**src/sv/assert_macros.svh**
```systemverilog
// Assertion helpers shared by the RTL files.
`ifndef ASSERT_MACROS_SVH
`define ASSERT_MACROS_SVH

// Checked only outside reset.
`define CUA_ASSERT(label, prop, msg) \
  label: assert property (@(posedge clk) disable iff (!rst_n) prop) \
    else $error(msg);

// Checked at every edge, reset included.
`define CUA_ASSERT_ALWAYS(label, prop, msg) \
  label: assert property (@(posedge clk) prop) \
    else $error(msg);

`endif

```
**src/sv/cua_pkg.sv**
```systemverilog
package cua_pkg;

  localparam int DATA_W     = 32;
  localparam int DIV_STAGES = DATA_W;

  localparam logic [2:0] OP_ADD     = 3'd0;
  localparam logic [2:0] OP_SUB     = 3'd1;
  localparam logic [2:0] OP_DIV     = 3'd2;
  localparam logic [2:0] OP_MUL     = 3'd3;
  localparam logic [2:0] OP_INC     = 3'd4;
  localparam logic [2:0] OP_DEC     = 3'd5;
  localparam logic [2:0] OP_MOD     = 3'd6;
  localparam logic [2:0] OP_INVALID = 3'd7;

  // Where the final value comes from at the end of the pipe
  localparam logic [1:0] SEL_ARITH = 2'd0;
  localparam logic [1:0] SEL_QUO   = 2'd1;
  localparam logic [1:0] SEL_REM   = 2'd2;

  typedef logic [DATA_W-1:0]   word_t;
  typedef logic [2*DATA_W-1:0] dword_t;

  typedef struct packed {
    logic       ok;
    logic [1:0] sel;
    word_t      value;
  } side_t;

  typedef struct packed {
    logic   is_mul;
    side_t  side;
    word_t  dividend;
    word_t  divisor;
    dword_t prod;
  } arith_t;

endpackage

```
**src/sv/cua_arith.sv**
```systemverilog
`include "assert_macros.svh"

module cua_arith
  import cua_pkg::*;
(
  input  logic       clk,
  input  logic       rst_n,
  input  logic       en,
  input  logic       in_vld,
  input  logic [2:0] op,
  input  word_t      opa,
  input  word_t      opb,
  output logic       out_vld,
  output arith_t     res
);

  word_t         y;
  logic [DATA_W:0] sum;
  logic [DATA_W:0] diff;
  arith_t        res_nxt;
  arith_t        res_r;
  logic          vld_r;

  always_comb begin
    // inc and dec reuse the adder and subtractor with a unit operand
    y    = (op == OP_INC || op == OP_DEC) ? word_t'(1) : opb;
    sum  = {1'b0, opa} + {1'b0, y};
    diff = {1'b0, opa} - {1'b0, y};

    res_nxt.is_mul     = 1'b0;
    res_nxt.side.ok    = 1'b0;
    res_nxt.side.sel   = SEL_ARITH;
    res_nxt.side.value = '0;
    res_nxt.dividend   = opa;
    res_nxt.divisor    = opb;
    res_nxt.prod       = dword_t'(opa) * dword_t'(opb);

    unique case (op)
      OP_ADD, OP_INC: begin
        res_nxt.side.ok    = ~sum[DATA_W];
        res_nxt.side.value = res_nxt.side.ok ? sum[DATA_W-1:0] : '0;
      end
      OP_SUB, OP_DEC: begin
        res_nxt.side.ok    = ~diff[DATA_W];
        res_nxt.side.value = res_nxt.side.ok ? diff[DATA_W-1:0] : '0;
      end
      OP_DIV: begin
        res_nxt.side.ok  = |opb;
        res_nxt.side.sel = SEL_QUO;
      end
      OP_MOD: begin
        res_nxt.side.ok  = |opb;
        res_nxt.side.sel = SEL_REM;
      end
      OP_MUL: begin
        res_nxt.is_mul = 1'b1;
      end
      OP_INVALID: begin
        res_nxt.side.ok = 1'b0;
      end
    endcase
  end

  always_ff @(posedge clk) begin
    if (!rst_n) begin
      vld_r <= 1'b0;
    end else if (en) begin
      vld_r <= in_vld;
    end
  end

  always_ff @(posedge clk) begin
    if (en) begin
      res_r <= res_nxt;
    end
  end

  assign out_vld = vld_r;
  assign res     = res_r;

endmodule

```
**config.mk**
```make
export PLATFORM = sky130hd
export DESIGN_NAME = cua_arith
export DESIGN_NICKNAME = d
export VERILOG_FILES = /design/src/sv/cua_pkg.sv /design/src/sv/cua_arith.sv
export VERILOG_INCLUDE_DIRS = /design/src /design/src/sv
export SDC_FILE = /design/constraint.sdc
export NUM_CORES = 2
export LEC_CHECK = 0
export ABC_AREA = 1
export ABC_CLOCK_PERIOD_IN_PS = 10900
export BUFFER_PORTS_ARGS = -buffer_cell sky130_fd_sc_hd__buf_2
export CORE_MARGIN = 2
export CORE_UTILIZATION = 38
export DETAILED_ROUTE_END_ITERATION = 16
export HOLD_SLACK_MARGIN = 0.05
export SETUP_SLACK_MARGIN = 0.2
export SLEW_MARGIN = 0
export SYNTH_ARGS = -nofsm -noshare
export SYNTH_HDL_FRONTEND = slang
export SYNTH_SLANG_ARGS = --single-unit
```
**constraint.sdc**
```tcl
create_clock -name clk -period 10.9 [get_ports clk]
set_input_delay 2.18 -clock clk [delete_from_list [all_inputs] [get_ports clk]]
set_output_delay 2.18 -clock clk [all_outputs]
set_load 0.005 [all_outputs]
```
# Word-level counts from Yosys, hierarchy flattened
# Index checks and enable logic that the tools add are counted.
[op_classes] addsub=2 bitwise=2 n_mul=1 reduce_logical=6 mux=7 n_eq_ne=6
[ops] op="$mux W32" n=3
[ops] op="$mul A32 B32 Y64" n=1
[ops] op="$pmux W32 S2" n=1
[ops] op="$add A32 B32 Y33" n=1
[ops] op="$sub A32 B32 Y33" n=1
[ops] op="$reduce_or A32 Y1" n=1
[ops] op="$eq A3 B3 Y1 const B" n=3
[ops] op="$eq A3 B2 Y1 const B" n=2
[ops] op="$reduce_or A2 Y1" n=3
[ops] op="$pmux W2 S2" n=1
[ops] op="$eq A3 B1 Y1 const B" n=1
[ops] op="$logic_not A3 Y1" n=1
[ops] op="$pmux W1 S3" n=1
[ops] op="$not A1 Y1" n=2
[ops] op="$logic_or A1 B1 Y1" n=1
[ops] op="$mux W1" n=1
[word_totals] out_inout_bits=165 elab_cells=32 in_bits=71 register_bits=165

# Logic depth before layout (Yosys ltp)
[depth] ltp_word=6 ltp_mapped=33 depth_no_buf=31

# Worst setup path after synthesis
# OpenSTA, ideal clock, no wires.
[synth_path] path_type="in2reg" start="input opb[11]" end="register res_r (netlist bit res[61]), data pin" arrival_ps=8085 cell_stages=26 slack_ps=2563 path_buffers=2 setup_ps=252 required_ps=10648 cell_sequence="clkbuf_1 > clkbuf_1 > nand2_1 > fa_1 > inv_1 > fa_1 > inv_1 > fa_1 > inv_1 > fa_1 > fa_1 > fa_1 > fa_1 > inv_1 > fa_1 > inv_1 > ha_1 > nand2_1 > nor2_1 > inv_1 > nor3_1 > nand2_1 > nor2_1 > nand2_1 > nand3_1 > nand2_1"
[synth_rtl] element="start: declaration" line="cua_arith.sv:12" source="input word_t opb,"
[synth_rtl] element="end signal: assignment" line="cua_arith.sv:74" source="res_r <= res_nxt;"
[synth_rtl] element="end: declaration" line="cua_arith.sv:21" source="arith_t res_r;"

==> results.md <==
- Outcome: complete, no violations
- CTS tree: yes
- Largest family of logic cells by synthesized area: adder cells
- Routed vias/inst: 4.82
- Post-CTS setup repair buffer count: 0
- Fin. Hold Viols: 0
- Initial antenna violation count: 4
- Clk sink count: 165
- RSZ-0062 raised after global routing: false
- Total Routing Usage GR: 0.256
- Largest net degree at the start of global routing: 66
- First-pass GRT wire length: 241000 um
- CP arrival: 9600 ps
- Post-DRT Antenna Nets: 0
- Via Count: 38351
- Seq/Total Area, Yosys: 0.106
- GPL Wtd Cong: 0.963
- Number of H-tree levels: 4
- Post-synth EDFFs: 164
- Setup ws final: 1590 ps
- Top post-synthesis cells by area: fa_1 39%, inv_1 16%, nand2_1 16%
- Area share of the largest cell type after synthesis: 0.387
- Post-synthesis compound-gate area fraction: 0.0212
- Synth Register Bits: 165
- First DRT Iteration DRCs: 2992
- Post-Synth Adder-Cell Area: 0.475
- Top cells by count, synth: 1989 x inv_1, 1924 x nand2_1, 898 x fa_1
- Yosys top cell by area: fa_1
- Drt drc: 0
- Clock Skew: 0 ps
- Overflow after GRT: 0
- CTS Buffer Depth: 2
- Starting Density: 0.382
- Rows: 128
- Area delta synth->final: 7.01%
- Worst setup SP type: input pin
- Detail Placement HPWL: 124000 um
- Post-Synth Simple-Gate Area: 0.200
- Total Die Area: 125000 um^2
- Crit-path max FO: 29
- I/O pin total: 236
- Routed length per placed instance: 19.4 um
- Width of the die: 354 um
- Routed WL: 154000 um
- Layout Nets: 7617
- Pre-antenna DRT Iters: 6
- Mux contribution to synthesized area: 0
- CP bufs+invs: 7
- Total CTS buffers: 17
- Number of max-cap violations: 0
- Critical path endpoint category: flip-flop
- Cell variety after synth: 39
- Clk root buf: clkbuf_16
- Worst hold path class: reg2reg
- Top_reg_cell synth: edfxtp_1
- Post-CTS Resized: 0
- Synth Area per Inst: 7.43 um^2
- Slowest stage delay, CP: 680 ps
- Hold_buf cts: 0
- WHS: 562 ps
- Final setup vio count: 0
- XOR/XNOR Fraction of Synth Area: 0.0141
- Vias in the first global route: 40572
- Worst hold path startpoint: out_vld
- Headroom to the max-slew limit: 0.321
- CP dominant cell by count: fa_1
- Cell family with most CP delay: adder cells
- Worst Tran Pin Value: 1020 ps
- Period utilisation layout: 0.854
- Worst skew pair latency: 530 ps
- CP startpoint: opa[12]
- Max Slew Vio Count: 0
- Syn Nets: 7547
- Cell Chain, Critical Path: buf_2, buf_4, nand2_1, inv_1, fa_1, inv_1, fa_1, fa_1, inv_1, fa_1, inv_1, fa_1, fa_1, fa_1, fa_1, inv_1, ha_1, nand2_1, nor3_1, a21oi_1, nand2_1, nand2_1, nand3_1, nand2_1
- Setup TNS: 0 ps
- Layout cells sized above 1: 0.0589
- Die H: 354 um
- FMAX: 0.107 GHz
- Pre-CTS setup slack: 1150 ps
- Worst-path clk slew: 80 ps
- Critical path type: in2reg
- Yosys warnings: 0
- CP Data Required Time: 11190 ps
- Crit-path slowest cell: buf_2
- Ys async rst share: 0
- Area of the mapped netlist: 46400 um^2
- Reg-to-reg critical path startpoint: out_vld
- Most frequent cell after synthesis: inv_1
- Clock period minus worst slack: 9310 ps
- # port buffers: 235
- Cells after synthesis: 6251
- Core area: 122000 um^2
-- cell usage in the layout (no fill, tap or decap), types with 19 or more instances in the layout --
| cell | n |
|---|---|
| nand3_1 | 127 |
| buf_4 | 65 |
| ha_1 | 327 |
| nand2_1 | 1924 |
| inv_1 | 1989 |
| xor2_1 | 68 |
| fa_1 | 898 |
| buf_2 | 234 |
| edfxtp_1 | 164 |
| a21oi_1 | 110 |
| nor2_1 | 223 |
| o21ai_0 | 37 |
| nand4_1 | 19 |
-- cell type report --
cell class,instances,area (um^2)
well taps,1625,2030
diodes,2,5.00
flip-flops and latches,165,4940
fillers,12617,71900
clock inverters,15,125
repair buffers,300,1670
clock buffers,17,425
inverters,1997,7500
multi-input cells,3840,33000
-- worst reg2reg max path, delay by kind of cell (launching register included) --
family | cells | cell delay [ps]
DFF | 1 | 310
AOI/OAI and AO/OA | 2 | 230
-- sequential cells by signal, summed over array words and instances, names as in the netlist --
name / cells
res: 164
out_vld: 1
-- stage by stage --
step	instance area (um^2)	utilization	instances
2_1_floorplan	46400	-	6251
3_3_place_gp	49100	0.404	7927
3_5_place_dp	49100	0.404	7927
4_1_cts	49700	0.409	7959
5_1_grt	49700	0.409	7959
6_report	49700	0.409	7961
-- path summary, 6_finish.rpt --
kind	end	slack (ps)	cells after the start
hold reg to reg	out_vld	560	2
setup / recovery	res[46]	1590	24
hold / removal	out_vld	560	2
setup reg to reg	out_vld	10220	2
-- metal layers --
layer	GRT usage	vias to the layer above	wire [um]
met1	0.343	18883	65500
met4	0.0890	2	5560
met5	0	-	9
met2	0.412	1605	70200
li1	-	17601	-
met3	0.0522	260	13000
-- kinds of logic (layout without fill, tap and decap cells) --
logic type                 after synthesis  in the layout
and+or+nand+nor                       2361           2361
buffers and inverters                 2246           2329
adders and majority gates             1225           1225
AOI/OAI and AO/OA                      179            179
DFF                                    165            165
xor gates and xnor gates                75             75
other                                    0              2
Power is not shown: default switching activity piles up to over one toggle a cycle in this logic, so the estimate is an artifact.
